==> src/design/cnms_pkg.sv <==
package cnms_pkg;

  localparam int RULE_SLOTS_DEF = 8;

  localparam int MINS_PER_HOUR = 60;
  localparam int MINS_PER_DAY  = 1440;
  localparam int MINS_PER_WEEK = 10080;
  localparam int HOURS_PER_DAY = 24;
  localparam int DAYS_PER_WEEK = 7;

  localparam int MINUTE_W  = 60;
  localparam int HOUR_W    = 24;
  localparam int WEEKDAY_W = 7;
  localparam int RULE_W    = MINUTE_W + HOUR_W + WEEKDAY_W;
  localparam int TIME_W    = 14;

  // width of the shared first-set search word and of a bit position in it
  localparam int SEARCH_W = 64;
  localparam int POS_W    = 6;

  localparam logic CMD_LOAD  = 1'b0;
  localparam logic CMD_QUERY = 1'b1;

  // register index carried in the word address bit of the config port
  localparam logic REG_ACTIVE_RULE_COUNT = 1'b0;

  typedef enum logic [1:0] {
    STATUS_MATCH    = 2'd0,
    STATUS_NO_RULES = 2'd1,
    STATUS_EMPTY    = 2'd2
  } status_t;

  typedef enum logic [3:0] {
    S_IDLE,
    S_WRAP,
    S_SPLITD,
    S_SPLITH,
    S_READ,
    S_CHECK,
    S_HOUR0,
    S_MIN0,
    S_HOUR1,
    S_DAY,
    S_HFIRST,
    S_MFIRST,
    S_SUM,
    S_CMP,
    S_NEXT,
    S_EMIT
  } state_t;

  typedef struct packed {
    logic             found;
    logic [POS_W-1:0] pos;
  } ffs_res_t;

endpackage

==> src/design/cron_next_match_search.sv <==
// Weekly cron next-match search. A load transaction (tuser command 0) writes
// one rule slot (minute, hour and weekday masks) and returns nothing. A
// query transaction (tuser command 1) returns one result: the nearest time
// at or after the start, over the first active_rule_count rules, with the
// minutes from the start to it; status 1 means no active rules and status 2
// means some active rule has an empty mask, with all other fields 0.
// Querying an active slot that was never loaded gives an undefined answer.
// The block handles one query at a time and is not ready while it runs. A
// query runs setup states that wrap and split the start time, then a pass
// for each active rule, then states that wrap and split the match time
// (skipped when some rule has an empty mask; a query with no active rules
// goes straight to its result); the passes use the single shared first-set
// search unit, which the sequencer applies to the weekday, hour and minute
// masks in turn, one search per cycle. Results leave through an output
// register, so a query may be accepted while the last result waits.
module cron_next_match_search #(
  parameter int RULE_SLOTS = cnms_pkg::RULE_SLOTS_DEF
) (
  input  logic         clk,
  input  logic         rst_n,
  // slave stream
  input  logic         in_tvalid,
  output logic         in_tready,
  // [2:0] rule_slot, [62:3] minute_mask, [86:63] hour_mask,
  // [93:87] weekday_mask, [96:94] start_weekday, [101:97] start_hour,
  // [107:102] start_minute, [111:108] zero
  input  logic [111:0] in_tdata,
  // [0] command
  input  logic [0:0]   in_tuser,
  // master stream
  output logic         out_tvalid,
  input  logic         out_tready,
  // [2:0] match_weekday, [7:3] match_hour, [13:8] match_minute,
  // [27:14] minutes_ahead, [31:28] zero
  output logic [31:0]  out_tdata,
  // [1:0] status
  output logic [1:0]   out_tuser,
  // configuration
  input  logic         cfg_psel,
  input  logic         cfg_penable,
  input  logic         cfg_pwrite,
  input  logic [2:0]   cfg_paddr,
  input  logic [31:0]  cfg_pwdata,
  output logic [31:0]  cfg_prdata,
  output logic         cfg_pready
);

  localparam int CW  = $clog2(RULE_SLOTS + 1);
  localparam int AW  = (RULE_SLOTS > 1) ? $clog2(RULE_SLOTS) : 1;
  localparam int TW  = cnms_pkg::TIME_W;
  localparam int TW1 = TW + 1;

  // input fields
  logic                             in_cmd;
  logic [2:0]                       in_slot;
  logic [cnms_pkg::MINUTE_W-1:0]    in_mm;
  logic [cnms_pkg::HOUR_W-1:0]      in_hm;
  logic [cnms_pkg::WEEKDAY_W-1:0]   in_wm;
  logic [2:0]                       in_sw;
  logic [4:0]                       in_sh;
  logic [5:0]                       in_sm;

  assign in_cmd  = in_tuser[0];
  assign in_slot = in_tdata[2:0];
  assign in_mm   = in_tdata[62:3];
  assign in_hm   = in_tdata[86:63];
  assign in_wm   = in_tdata[93:87];
  assign in_sw   = in_tdata[96:94];
  assign in_sh   = in_tdata[101:97];
  assign in_sm   = in_tdata[107:102];

  // state and registers
  cnms_pkg::state_t  state_r, state_nxt;
  cnms_pkg::status_t status_r, status_nxt;
  logic              phase_r, phase_nxt;       // 0: start time, 1: match time
  logic [TW-1:0]     val_r, val_nxt;
  logic [TW-1:0]     s_r, s_nxt;
  logic [10:0]       sod_r, sod_nxt;
  logic [2:0]        sw_r, sw_nxt;
  logic [4:0]        sh_r, sh_nxt;
  logic [5:0]        sm_r, sm_nxt;
  logic [CW-1:0]     idx_r, idx_nxt;
  logic [CW-1:0]     cnt_r, cnt_nxt;
  logic [TW-1:0]     best_r, best_nxt;
  logic              any_empty_r, any_empty_nxt;
  logic [2:0]        k_r, k_nxt;
  logic [4:0]        h_r, h_nxt;
  logic [5:0]        m_r, m_nxt;
  logic [TW-1:0]     ahead_r, ahead_nxt;
  logic [3:0]        cfg_count_r, cfg_count_nxt;
  logic              out_tvalid_r, out_tvalid_nxt;
  logic [31:0]       out_tdata_r, out_tdata_nxt;
  logic [1:0]        out_tuser_r, out_tuser_nxt;

  // rule table
  logic                             ram_we;
  logic [cnms_pkg::RULE_W-1:0]      ram_rdata;
  logic [cnms_pkg::MINUTE_W-1:0]    rd_mm;
  logic [cnms_pkg::HOUR_W-1:0]      rd_hm;
  logic [cnms_pkg::WEEKDAY_W-1:0]   rd_wm;
  logic                             rule_empty;

  // shared search unit
  logic [cnms_pkg::SEARCH_W-1:0]    ffs_word;
  logic [cnms_pkg::POS_W-1:0]       ffs_from;
  cnms_pkg::ffs_res_t               ffs_res;

  // arithmetic
  logic [CW-1:0]  eff_cnt;
  logic [TW-1:0]  start_val;
  logic [TW-1:0]  wrap_val;
  logic [2:0]     day_q;
  logic [TW-1:0]  day_rem;
  logic [4:0]     hr_q;
  logic [TW-1:0]  hr_rem;
  logic [TW-1:0]  ahead_val;
  logic [TW1-1:0] match_sum;
  logic           in_fire;
  logic           emit_fire;
  logic           last_rule;
  logic           cfg_wr;

  cnms_ram #(
    .WIDTH (cnms_pkg::RULE_W),
    .DEPTH (RULE_SLOTS)
  ) u_rule_ram (
    .clk   (clk),
    .we    (ram_we),
    .waddr (AW'(in_slot)),
    .wdata ({in_wm, in_hm, in_mm}),
    .raddr (idx_r[AW-1:0]),
    .rdata (ram_rdata)
  );

  assign rd_mm      = ram_rdata[59:0];
  assign rd_hm      = ram_rdata[83:60];
  assign rd_wm      = ram_rdata[90:84];
  assign rule_empty = (rd_mm == '0) || (rd_hm == '0) || (rd_wm == '0);

  cnms_ffs u_ffs (
    .word (ffs_word),
    .from (ffs_from),
    .res  (ffs_res)
  );

  // configuration port
  assign cfg_pready = 1'b1;
  assign cfg_wr     = cfg_psel && cfg_penable && cfg_pwrite && cfg_pready &&
                      (cfg_paddr[2] == cnms_pkg::REG_ACTIVE_RULE_COUNT);
  assign cfg_prdata = (cfg_paddr[2] == cnms_pkg::REG_ACTIVE_RULE_COUNT) ?
                      {28'd0, cfg_count_r} : 32'd0;
  assign cfg_count_nxt = cfg_wr ? cfg_pwdata[3:0] : cfg_count_r;

  always_comb begin
    if (32'(cfg_count_r) > 32'(RULE_SLOTS)) begin
      eff_cnt = CW'(RULE_SLOTS);
    end else begin
      eff_cnt = CW'(cfg_count_r);
    end
  end

  // time arithmetic
  always_comb begin
    start_val = TW'(in_sw) * TW'(cnms_pkg::MINS_PER_DAY) +
                TW'(in_sh) * TW'(cnms_pkg::MINS_PER_HOUR) + TW'(in_sm);
    if (val_r >= TW'(cnms_pkg::MINS_PER_WEEK)) begin
      wrap_val = val_r - TW'(cnms_pkg::MINS_PER_WEEK);
    end else begin
      wrap_val = val_r;
    end
    day_q = '0;
    for (int j = 1; j < cnms_pkg::DAYS_PER_WEEK; j++) begin
      if (val_r >= TW'(j * cnms_pkg::MINS_PER_DAY)) begin
        day_q = 3'(j);
      end
    end
    day_rem = val_r - TW'(day_q) * TW'(cnms_pkg::MINS_PER_DAY);
    hr_q = '0;
    for (int j = 1; j < cnms_pkg::HOURS_PER_DAY; j++) begin
      if (val_r >= TW'(j * cnms_pkg::MINS_PER_HOUR)) begin
        hr_q = 5'(j);
      end
    end
    hr_rem    = val_r - TW'(hr_q) * TW'(cnms_pkg::MINS_PER_HOUR);
    ahead_val = TW'(k_r) * TW'(cnms_pkg::MINS_PER_DAY) +
                TW'(h_r) * TW'(cnms_pkg::MINS_PER_HOUR) + TW'(m_r) - TW'(sod_r);
    // start plus lead can pass one week, so keep the carry
    match_sum = TW1'(s_r) + TW1'(best_r);
  end

  assign in_fire   = in_tvalid && in_tready;
  assign emit_fire = (state_r == cnms_pkg::S_EMIT) && (!out_tvalid_r || out_tready);
  assign last_rule = (CW'(idx_r + 1'b1) == cnt_r);

  // next state
  always_comb begin
    state_nxt = state_r;
    case (state_r)
      cnms_pkg::S_IDLE: begin
        if (in_fire && in_cmd == cnms_pkg::CMD_QUERY) begin
          state_nxt = (eff_cnt == '0) ? cnms_pkg::S_EMIT : cnms_pkg::S_WRAP;
        end
      end
      cnms_pkg::S_WRAP:   state_nxt = cnms_pkg::S_SPLITD;
      cnms_pkg::S_SPLITD: state_nxt = cnms_pkg::S_SPLITH;
      cnms_pkg::S_SPLITH: state_nxt = phase_r ? cnms_pkg::S_EMIT : cnms_pkg::S_READ;
      cnms_pkg::S_READ:   state_nxt = cnms_pkg::S_CHECK;
      cnms_pkg::S_CHECK: begin
        if (rule_empty) begin
          state_nxt = cnms_pkg::S_NEXT;
        end else if (rd_wm[sw_r]) begin
          state_nxt = cnms_pkg::S_HOUR0;
        end else begin
          state_nxt = cnms_pkg::S_DAY;
        end
      end
      cnms_pkg::S_HOUR0: begin
        if (!ffs_res.found) begin
          state_nxt = cnms_pkg::S_DAY;
        end else if (ffs_res.pos == 6'(sh_r)) begin
          state_nxt = cnms_pkg::S_MIN0;
        end else begin
          state_nxt = cnms_pkg::S_MFIRST;
        end
      end
      cnms_pkg::S_MIN0: begin
        state_nxt = ffs_res.found ? cnms_pkg::S_SUM : cnms_pkg::S_HOUR1;
      end
      cnms_pkg::S_HOUR1: begin
        state_nxt = ffs_res.found ? cnms_pkg::S_MFIRST : cnms_pkg::S_DAY;
      end
      cnms_pkg::S_DAY:    state_nxt = cnms_pkg::S_HFIRST;
      cnms_pkg::S_HFIRST: state_nxt = cnms_pkg::S_MFIRST;
      cnms_pkg::S_MFIRST: state_nxt = cnms_pkg::S_SUM;
      cnms_pkg::S_SUM:    state_nxt = cnms_pkg::S_CMP;
      cnms_pkg::S_CMP:    state_nxt = cnms_pkg::S_NEXT;
      cnms_pkg::S_NEXT: begin
        if (!last_rule) begin
          state_nxt = cnms_pkg::S_READ;
        end else if (any_empty_r) begin
          state_nxt = cnms_pkg::S_EMIT;
        end else begin
          state_nxt = cnms_pkg::S_WRAP;
        end
      end
      cnms_pkg::S_EMIT: begin
        if (emit_fire) begin
          state_nxt = cnms_pkg::S_IDLE;
        end
      end
      default: state_nxt = cnms_pkg::S_IDLE;
    endcase
  end

  // state outputs: handshake, table write and search operands
  always_comb begin
    in_tready = (state_r == cnms_pkg::S_IDLE);
    ram_we    = (state_r == cnms_pkg::S_IDLE) && in_tvalid &&
                (in_cmd == cnms_pkg::CMD_LOAD) && (32'(in_slot) < 32'(RULE_SLOTS));
    ffs_word  = '0;
    ffs_from  = '0;
    case (state_r)
      cnms_pkg::S_HOUR0: begin
        ffs_word = cnms_pkg::SEARCH_W'(rd_hm);
        ffs_from = 6'(sh_r);
      end
      cnms_pkg::S_MIN0: begin
        ffs_word = cnms_pkg::SEARCH_W'(rd_mm);
        ffs_from = 6'(sm_r);
      end
      cnms_pkg::S_HOUR1: begin
        ffs_word = cnms_pkg::SEARCH_W'(rd_hm);
        ffs_from = 6'(sh_r) + 6'd1;
      end
      cnms_pkg::S_DAY: begin
        // doubled weekday mask: the search finds the next set day after the start day, wrapping around the week
        ffs_word = cnms_pkg::SEARCH_W'({rd_wm, rd_wm});
        ffs_from = 6'(sw_r) + 6'd1;
      end
      cnms_pkg::S_HFIRST: ffs_word = cnms_pkg::SEARCH_W'(rd_hm);
      cnms_pkg::S_MFIRST: ffs_word = cnms_pkg::SEARCH_W'(rd_mm);
      default: begin
        ffs_word = '0;
        ffs_from = '0;
      end
    endcase
  end

  // datapath
  always_comb begin
    status_nxt    = status_r;
    phase_nxt     = phase_r;
    val_nxt       = val_r;
    s_nxt         = s_r;
    sod_nxt       = sod_r;
    sw_nxt        = sw_r;
    sh_nxt        = sh_r;
    sm_nxt        = sm_r;
    idx_nxt       = idx_r;
    cnt_nxt       = cnt_r;
    best_nxt      = best_r;
    any_empty_nxt = any_empty_r;
    k_nxt         = k_r;
    h_nxt         = h_r;
    m_nxt         = m_r;
    ahead_nxt     = ahead_r;
    case (state_r)
      cnms_pkg::S_IDLE: begin
        if (in_fire && in_cmd == cnms_pkg::CMD_QUERY) begin
          cnt_nxt    = eff_cnt;
          val_nxt    = start_val;
          phase_nxt  = 1'b0;
          status_nxt = cnms_pkg::STATUS_NO_RULES;
        end
      end
      cnms_pkg::S_WRAP: begin
        val_nxt = wrap_val;
        if (!phase_r) begin
          s_nxt = wrap_val;
        end
      end
      cnms_pkg::S_SPLITD: begin
        sw_nxt  = day_q;
        val_nxt = day_rem;
      end
      cnms_pkg::S_SPLITH: begin
        sh_nxt = hr_q;
        sm_nxt = 6'(hr_rem);
        if (!phase_r) begin
          sod_nxt       = 11'(val_r);
          idx_nxt       = '0;
          best_nxt      = TW'(cnms_pkg::MINS_PER_WEEK);
          any_empty_nxt = 1'b0;
        end else begin
          status_nxt = cnms_pkg::STATUS_MATCH;
        end
      end
      cnms_pkg::S_CHECK: begin
        if (rule_empty) begin
          any_empty_nxt = 1'b1;
        end
      end
      cnms_pkg::S_HOUR0: begin
        k_nxt = '0;
        h_nxt = 5'(ffs_res.pos);
      end
      cnms_pkg::S_MIN0: begin
        k_nxt = '0;
        h_nxt = sh_r;
        m_nxt = ffs_res.pos;
      end
      cnms_pkg::S_HOUR1: begin
        k_nxt = '0;
        h_nxt = 5'(ffs_res.pos);
      end
      cnms_pkg::S_DAY:    k_nxt = 3'(ffs_res.pos - 6'(sw_r));
      cnms_pkg::S_HFIRST: h_nxt = 5'(ffs_res.pos);
      cnms_pkg::S_MFIRST: m_nxt = ffs_res.pos;
      cnms_pkg::S_SUM:    ahead_nxt = ahead_val;
      cnms_pkg::S_CMP: begin
        if (ahead_r < best_r) begin
          best_nxt = ahead_r;
        end
      end
      cnms_pkg::S_NEXT: begin
        idx_nxt = CW'(idx_r + 1'b1);
        if (last_rule) begin
          if (any_empty_r) begin
            status_nxt = cnms_pkg::STATUS_EMPTY;
          end else begin
            if (match_sum >= TW1'(cnms_pkg::MINS_PER_WEEK)) begin
              val_nxt = TW'(match_sum - TW1'(cnms_pkg::MINS_PER_WEEK));
            end else begin
              val_nxt = TW'(match_sum);
            end
            phase_nxt = 1'b1;
          end
        end
      end
      default: begin
        status_nxt = status_r;
      end
    endcase
  end

  // result register
  always_comb begin
    out_tdata_nxt = out_tdata_r;
    out_tuser_nxt = out_tuser_r;
    if (emit_fire) begin
      out_tvalid_nxt = 1'b1;
      out_tuser_nxt  = status_r;
      if (status_r == cnms_pkg::STATUS_MATCH) begin
        out_tdata_nxt = {4'd0, best_r, sm_r, sh_r, sw_r};
      end else begin
        out_tdata_nxt = '0;
      end
    end else if (out_tready) begin
      out_tvalid_nxt = 1'b0;
    end else begin
      out_tvalid_nxt = out_tvalid_r;
    end
  end

  always_ff @(posedge clk) begin
    if (!rst_n) begin
      state_r      <= cnms_pkg::S_IDLE;
      phase_r      <= 1'b0;
      cfg_count_r  <= '0;
      out_tvalid_r <= 1'b0;
    end else begin
      state_r      <= state_nxt;
      phase_r      <= phase_nxt;
      cfg_count_r  <= cfg_count_nxt;
      out_tvalid_r <= out_tvalid_nxt;
    end
  end

  always_ff @(posedge clk) begin
    status_r    <= status_nxt;
    val_r       <= val_nxt;
    s_r         <= s_nxt;
    sod_r       <= sod_nxt;
    sw_r        <= sw_nxt;
    sh_r        <= sh_nxt;
    sm_r        <= sm_nxt;
    idx_r       <= idx_nxt;
    cnt_r       <= cnt_nxt;
    best_r      <= best_nxt;
    any_empty_r <= any_empty_nxt;
    k_r         <= k_nxt;
    h_r         <= h_nxt;
    m_r         <= m_nxt;
    ahead_r     <= ahead_nxt;
    out_tdata_r <= out_tdata_nxt;
    out_tuser_r <= out_tuser_nxt;
  end

  assign out_tvalid = out_tvalid_r;
  assign out_tdata  = out_tdata_r;
  assign out_tuser  = out_tuser_r;

endmodule

==> src/design/cnms_ram.sv <==
module cnms_ram #(
  parameter int WIDTH = 8,
  parameter int DEPTH = 8,
  localparam int AW = (DEPTH > 1) ? $clog2(DEPTH) : 1
) (
  input  logic             clk,
  input  logic             we,
  input  logic [AW-1:0]    waddr,
  input  logic [WIDTH-1:0] wdata,
  input  logic [AW-1:0]    raddr,
  output logic [WIDTH-1:0] rdata
);

  logic [WIDTH-1:0] mem [DEPTH];
  logic [WIDTH-1:0] rdata_r;

  always_ff @(posedge clk) begin
    if (we) begin
      mem[waddr] <= wdata;
    end
    rdata_r <= mem[raddr];
  end

  assign rdata = rdata_r;

endmodule

==> src/design/cnms_ffs.sv <==
// Find the lowest set bit of word at or above position from.
module cnms_ffs (
  input  logic [cnms_pkg::SEARCH_W-1:0] word,
  input  logic [cnms_pkg::POS_W-1:0]    from,
  output cnms_pkg::ffs_res_t            res
);

  logic [cnms_pkg::SEARCH_W-1:0] masked;
  logic [cnms_pkg::SEARCH_W-1:0] lowest;

  always_comb begin
    masked    = word & ({cnms_pkg::SEARCH_W{1'b1}} << from);
    // isolate the lowest set bit, then encode its one-hot position
    lowest    = masked & (~masked + cnms_pkg::SEARCH_W'(1));
    res.found = |masked;
    res.pos   = '0;
    for (int j = 0; j < cnms_pkg::SEARCH_W; j++) begin
      if (lowest[j]) begin
        res.pos = res.pos | cnms_pkg::POS_W'(j);
      end
    end
  end

endmodule
==> config.mk <==
export PLATFORM = sky130hd
export DESIGN_NAME = cron_next_match_search
export DESIGN_NICKNAME = d
export VERILOG_FILES = /design/src/design/cnms_pkg.sv /design/src/design/cron_next_match_search.sv /design/src/design/cnms_ram.sv /design/src/design/cnms_ffs.sv
export SDC_FILE = /design/constraint.sdc
export NUM_CORES = 1
export LEC_CHECK = 0
export BUFFER_PORTS_ARGS = -buffer_cell sky130_fd_sc_hd__buf_4
export CORE_ASPECT_RATIO = 0.8
export CORE_MARGIN = 2
export CORE_UTILIZATION = 55
export CTS_CLUSTER_SIZE = 28
export DETAILED_ROUTE_END_ITERATION = 7
export PLACE_DENSITY_LB_ADDON = 0.1
export SYNTH_ARGS = -nofsm -noshare
export SYNTH_HDL_FRONTEND = slang
export SYNTH_SLANG_ARGS = --single-unit
export TNS_END_PERCENT = 10
==> constraint.sdc <==
create_clock -name clk -period 13.3 [get_ports clk]
set_clock_uncertainty 0.1 [all_clocks]
set_input_delay 0.665 -clock clk [delete_from_list [all_inputs] [get_ports clk]]
set_output_delay 0.665 -clock clk [all_outputs]
set_load 0.005 [all_outputs]
======== After elaboration in Yosys (flattened, before gate mapping) ========
Memory sizes are Yosys's and may differ from the RTL's. A register that Yosys moved wholly into a read port is not among the register bits.
Index checks and enable logic that the tools add are counted.
Widths: inputs -> output; s select.
word-level totals
  flip-flop bits (word level) ............. 150
  memory bits (read-only) ................. 0
  latch bits .............................. 0
  memory bits (writable) .................. 728
  word-level logic and storage cells ...... 331
  output and inout port bits .............. 69
  memories ................................ 1
cells by class
  multiplexer cells ....................... 181
  bitwise gates (word level) .............. 5
  order comparisons ....................... 34
  add/subtract/negate cells ............... 15
  $mul .................................... 6
  equality and inequality tests ........... 27
  reductions and logical operators ........ 40
  divide/modulo/power cells ............... 0
  shift operators ......................... 1
memory list
  memory          words  width  rd ports  clocked after memory_dff  wr ports  line            RTL
  u_rule_ram.mem  8      91     1         1                         1         cnms_ram.sv:14  logic [WIDTH-1:0] mem [DEPTH];
operators with widths
  cell                   number
  $mux 14                18
  $mux 6                 32
  $mux 5                 38
  $pmux 60 s3            1
  $mux 4                 35
  $ge 14x10->1 const B   9
  $ge 14x11->1 const B   7
  $add 64x1->64 const B  1
  $and 60x64->64         1
  $and 64x64->64         1
  $not 64->64            1
  $pmux 4 s16            1
  $reduce_or 64->1       1
  $shl 64x6->64 const A  1
  $logic_not 60->1       1
  $ge 14x9->1 const B    4
  $pmux 14 s4            1
  $ge 14x13->1 const B   3
  $eq 4x4->1 const B     8
  $mux 32                1
  $add 14x11->14         2
  $add 14x6->14          2
  $ge 14x14->1 const B   2
  $ge 14x8->1 const B    2
  other kinds (56)       136

======== Depth between registers and ports, before layout ========
  word-level depth ........................ 77
  mapped depth ............................ 24
  gate-level depth less buffers ........... 22

======== By module ========
Synthesis repeated with hierarchy kept, for this count alone.
unflattened totals
  cells, all modules ...................... 2,944
  area, all modules ....................... 45,578.7 um^2
modules (own cells, without submodules)
  module                  instances  area an instance (um^2)  cells each  seq. area each (um^2)
  cnms_ram                1          30,103.9                 1,155       23,682.7
  cron_next_match_search  1          12,736.0                 1,332       4,284.1
  cnms_ffs                1          2,738.9                  457         0.0

======== Worst setup path after synthesis ========
No wires, ideal clock.
  path type ............................... reg-to-reg
  from .................................... reg state_r[0]
  to ...................................... mem u_rule_ram.mem[0][0] (netlist name), enable pin
  arrival ................................. 8.386 ns
  path buffers ............................ 5
  setup slack ............................. 4.160 ns
  library setup time ...................... 0.653 ns
  stages on the path, launching flop included .. 10
  cell sequence ........................... dfxtp_1 -> buf_6 -> buf_6 -> buf_2 -> buf_2 -> buf_1 -> nor4_1 -> nand2_1 -> or3_1 -> nor3_1
between the ends
  longest elaborated chain between the ends .. 5
RTL lines
  item                            line                           RTL
  from (decl)                     cron_next_match_search.sv:73   cnms_pkg::state_t state_r, state_nxt;
  from (signal assigned)          cron_next_match_search.sv:407  state_r <= cnms_pkg::S_IDLE;
  from (signal assigned)          cron_next_match_search.sv:412  state_r <= state_nxt;
  $logic_not 4->1                 -
  named net in_tready             cron_next_match_search.sv:23   output logic in_tready,
  $logic_and 1x1->1 (2 in a row)  cron_next_match_search.sv:258  ram_we = (state_r == cnms_pkg::S_IDLE) && in_tvalid &&
  $mux 1                          cnms_ram.sv:18                 if (we) begin
  $mux 1 (implied by the code)    cnms_ram.sv:19                 mem[waddr] <= wdata;
  to (decl)                       cnms_ram.sv:14
The timed path passes the listed nets, and every way through them passes these cells.

==> results.json <==
{
  "ant_nets": 0,
  "hold-path-cell-count": 1,
  "globalRouteOverflowTotal": 0,
  "grt_pass1_vias": 25930,
  "clkTransAtPathRegs_ns": 0.06,
  "port_buffers": 156,
  "min_period_over_period_pct": 47.80,
  "root_buffer": "clkbuf_16",
  "clkSinkCount": 965,
  "fin_crit_ns": 6.357,
  "floorplan.die.width_um": 321.7,
  "hpwl_reported_at_the_end_of_detailed_placement_um": 71220,
  "initial_utilization_pct": 55.39,
  "cellLeakagePower_nw": 17.50,
  "routed_wl_um": 107000,
  "post-route-drc-count": 0,
  "rsz0062_at_grt": "no",
  "final-max-slew-violation-count": 0,
  "yosysSeqAreaShare_pct": 62.98,
  "crit_fanout": 24,
  "clock_path_buffers": 3,
  "ys_seq_elements": 965,
  "core_area_um2": 80170,
  "yosysWarningCount": 0,
  "clk_latency_ns": 0.68,
  "place.gp.congestion": 0.9374,
  "largest_area_contributor_in_the_synthesized_netlist": "edfxtp_1",
  "layout.area.seq_um2": 27970,
  "final.setup.tns_ns": 0,
  "fmaxAchievable_mhz": 157.3,
  "cts_inserted_buffers": 94,
  "worstSetupPathType": "register to register",
  "multi_input_comb_area_um2": 15290,
  "drt_pre_antenna_iters": 8,
  "design.portCount": 224,
  "outcome": "completed",
  "p_per_area_nw_per_um2": 218.0,
  "crit_arrival_ns": 6.70,
  "ys_types": 120,
  "vdd_ir_drop_max_mv": 0.3434,
  "cts_hold_buffers": 0,
  "synth_area_leaders": "edfxtp_1, mux4_2, dfxtp_1",
  "layout.cells.most_common": "edfxtp_1",
  "synth-async-reset-ratio_pct": 0,
  "die_y_um": 258.2,
  "floorplan.rows": 93,
  "cells_after_synth": 2845,
  "fillCellCount": 5884,
  "synth-main-ff-cell": "edfxtp_1",
  "grt_start_max_net_pins": 104,
  "synth_enable_flop_cells": 864,
  "final_layout_size_suffix_gt1_share_pct": 22.97,
  "worst-r2r-cell-count": 16,
  "setup_viol_count_final": 0,
  "via_count": 25510,
  "hold_viol_final": 0,
  "viasPerCell": 6.172,
  "cts_max_level": 3,
  "critPathCaptureType": "register",
  "globalRouteTotalUtil_pct": 25.83,
  "cp-start-kind": "register",
  "timing.max_slew.rel_slack_pct": 18.18,
  "initial_antenna_violation_count": 12,
  "drv.max_cap_violation_count": 0,
  "worst-slew-pin-transition_ns": 1.223,
  "fin_total_pwr_mw": 10.85,
  "post-synth-top-area-fraction_pct": 58.42,
  "detailedRoute.firstIterationViolations": 2510,
  "cts_repair_resized_insts": 0,
  "worstPathRequired_ns": 13.64,
  "commonest_cells_after_routing_fill_and_taps_aside": "edfxtp_1, buf_4, mux4_2, a21oi_1, ha_1",
  "postCtsSetupBuffers": 0,
  "syn_avg_cell_area_um2": 15.61,
  "post_dr_wirelength_cell_um": 25.89,
  "fp.dieArea_um2": 83040,
  "grt_first_pass_wirelength_um": 160500,
  "tritoncts": "done",
  "syn2layout_area_growth_pct": 12.05,
  "syn-cell-area_um2": 44410,
  "nNetsFinal": 3328,
  "holdCritPathClass": "primary input to register"
}
==> path summary, 6_finish.rpt <==
check	slack, ns	from	end
setup / recovery	6.94	state_r[3]$_SDFFE_PN0P_	k_r[2]$_SDFFCE_PN0P_
hold / removal	0.12	in_tdata[80]	u_rule_ram.mem[6][77]$_DFFE_PP_
setup reg to reg	6.94	state_r[3]$_SDFFE_PN0P_	k_r[2]$_SDFFCE_PN0P_
hold reg to reg	0.42	ahead_r[1]$_DFFE_PP_	best_r[1]$_SDFFCE_PN0P_
==> cell type report <==
| type | count | area share (%) |
|---|---|---|
| Inverter | 128 | 0.9656 |
| Clock inverter | 51 | 1.267 |
| Sequential cell | 965 | 56.21 |
| Multi-Input combinational cell | 1624 | 30.72 |
| Tap cell | 1045 | 2.628 |
| Clock buffer | 124 | 5.238 |
| Antenna cell | 1 | 0.005029 |
| Timing Repair Buffer | 195 | 2.967 |
==> cell families after synthesis <==
family	after synthesis	share of synthesized area, %
flip-flops	965	62.98
AND/OR/NAND/NOR	540	6.911
AO/OA/AOI/OAI	495	7.864
multiplexers	296	12.11
buffers and inverters	287	3.043
adder cells (fa/ha/maj)	165	5.207
XOR/XNOR	95	1.874
other	2	0.01691
==> worst max-delay path, cell delays in order (launching register included) <==
cell and delay, ns:
dfxtp_1 0.88, xor2_1 0.52, nand2_2 0.25, inv_2 0.48, o211ai_2 0.47, o41ai_2 0.64, a2111oi_2 0.17, nand4_1 0.17
and4b_1 0.30, nand4_1 0.24, o21ai_0 0.12, nor4b_1 0.72, inv_1 0.19, fa_1 0.44, xnor2_1 0.14, xnor2_1 0.13
and2_1 0.16
==> per-layer routing <==
layer	global-route usage, %	vias to the layer above	share of wire, %
li1	-	11440	-
met1	38.21	13070	45
met2	40.32	835	47
met3	4.180	155	6.0
met4	6.815	6	2.2
met5	0	-	0.033
==> cells in the mapped netlist, types with 38 or more instances <==
| cell type | count |
|---|---|
| edfxtp_1 | 864 |
| mux4_2 | 183 |
| a21oi_1 | 132 |
| ha_1 | 132 |
| inv_1 | 125 |
| dfxtp_1 | 101 |
| nor2_1 | 98 |
| mux2_2 | 96 |
| nand2_1 | 93 |
| o21ai_0 | 81 |
| clkbuf_1 | 69 |
| xnor2_1 | 62 |
| nor3_1 | 49 |
| buf_4 | 42 |
| and2_1 | 39 |
| nand3_1 | 38 |
==> metrics by stage <==
stage	cells	worst slack, ns	utilization, %	cell area [um2]	hold WS (ns)
3_5_place_dp	3957	7.041	58.02	46520	0.4551
2_1_floorplan	2876	4.160	-	44520	0.3430
4_1_cts	4132	7.051	62.06	49760	0.07277
3_3_place_gp	3957	7.057	58.02	46520	0.4467
5_1_grt	4133	6.614	62.06	49760	0.09610
6_report	4133	6.943	62.06	49760	0.1160
==> where the power goes <==
group          total [mW]  internal, mW  switching (mW)
Clock                2.72          1.59            1.13
Combinational        4.16          1.80            2.36
Sequential           3.97          3.69           0.283
==> flip-flops by register name (all words and copies together), names as in the netlist, 3 cells and up <==
signal and flops:
sh_r 5, m_r 6, best_r 14, k_r 3, cfg_count_r 4, h_r 5
idx_r 4, out_tdata 28, cnt_r 4, s_r 14, sm_r 6, val_r 14
state_r 4, u_rule_ram.mem 728, sw_r 3, sod_r 11, ahead_r 14, u_rule_ram.rdata 91
Power figures use the tool's default switching activity.
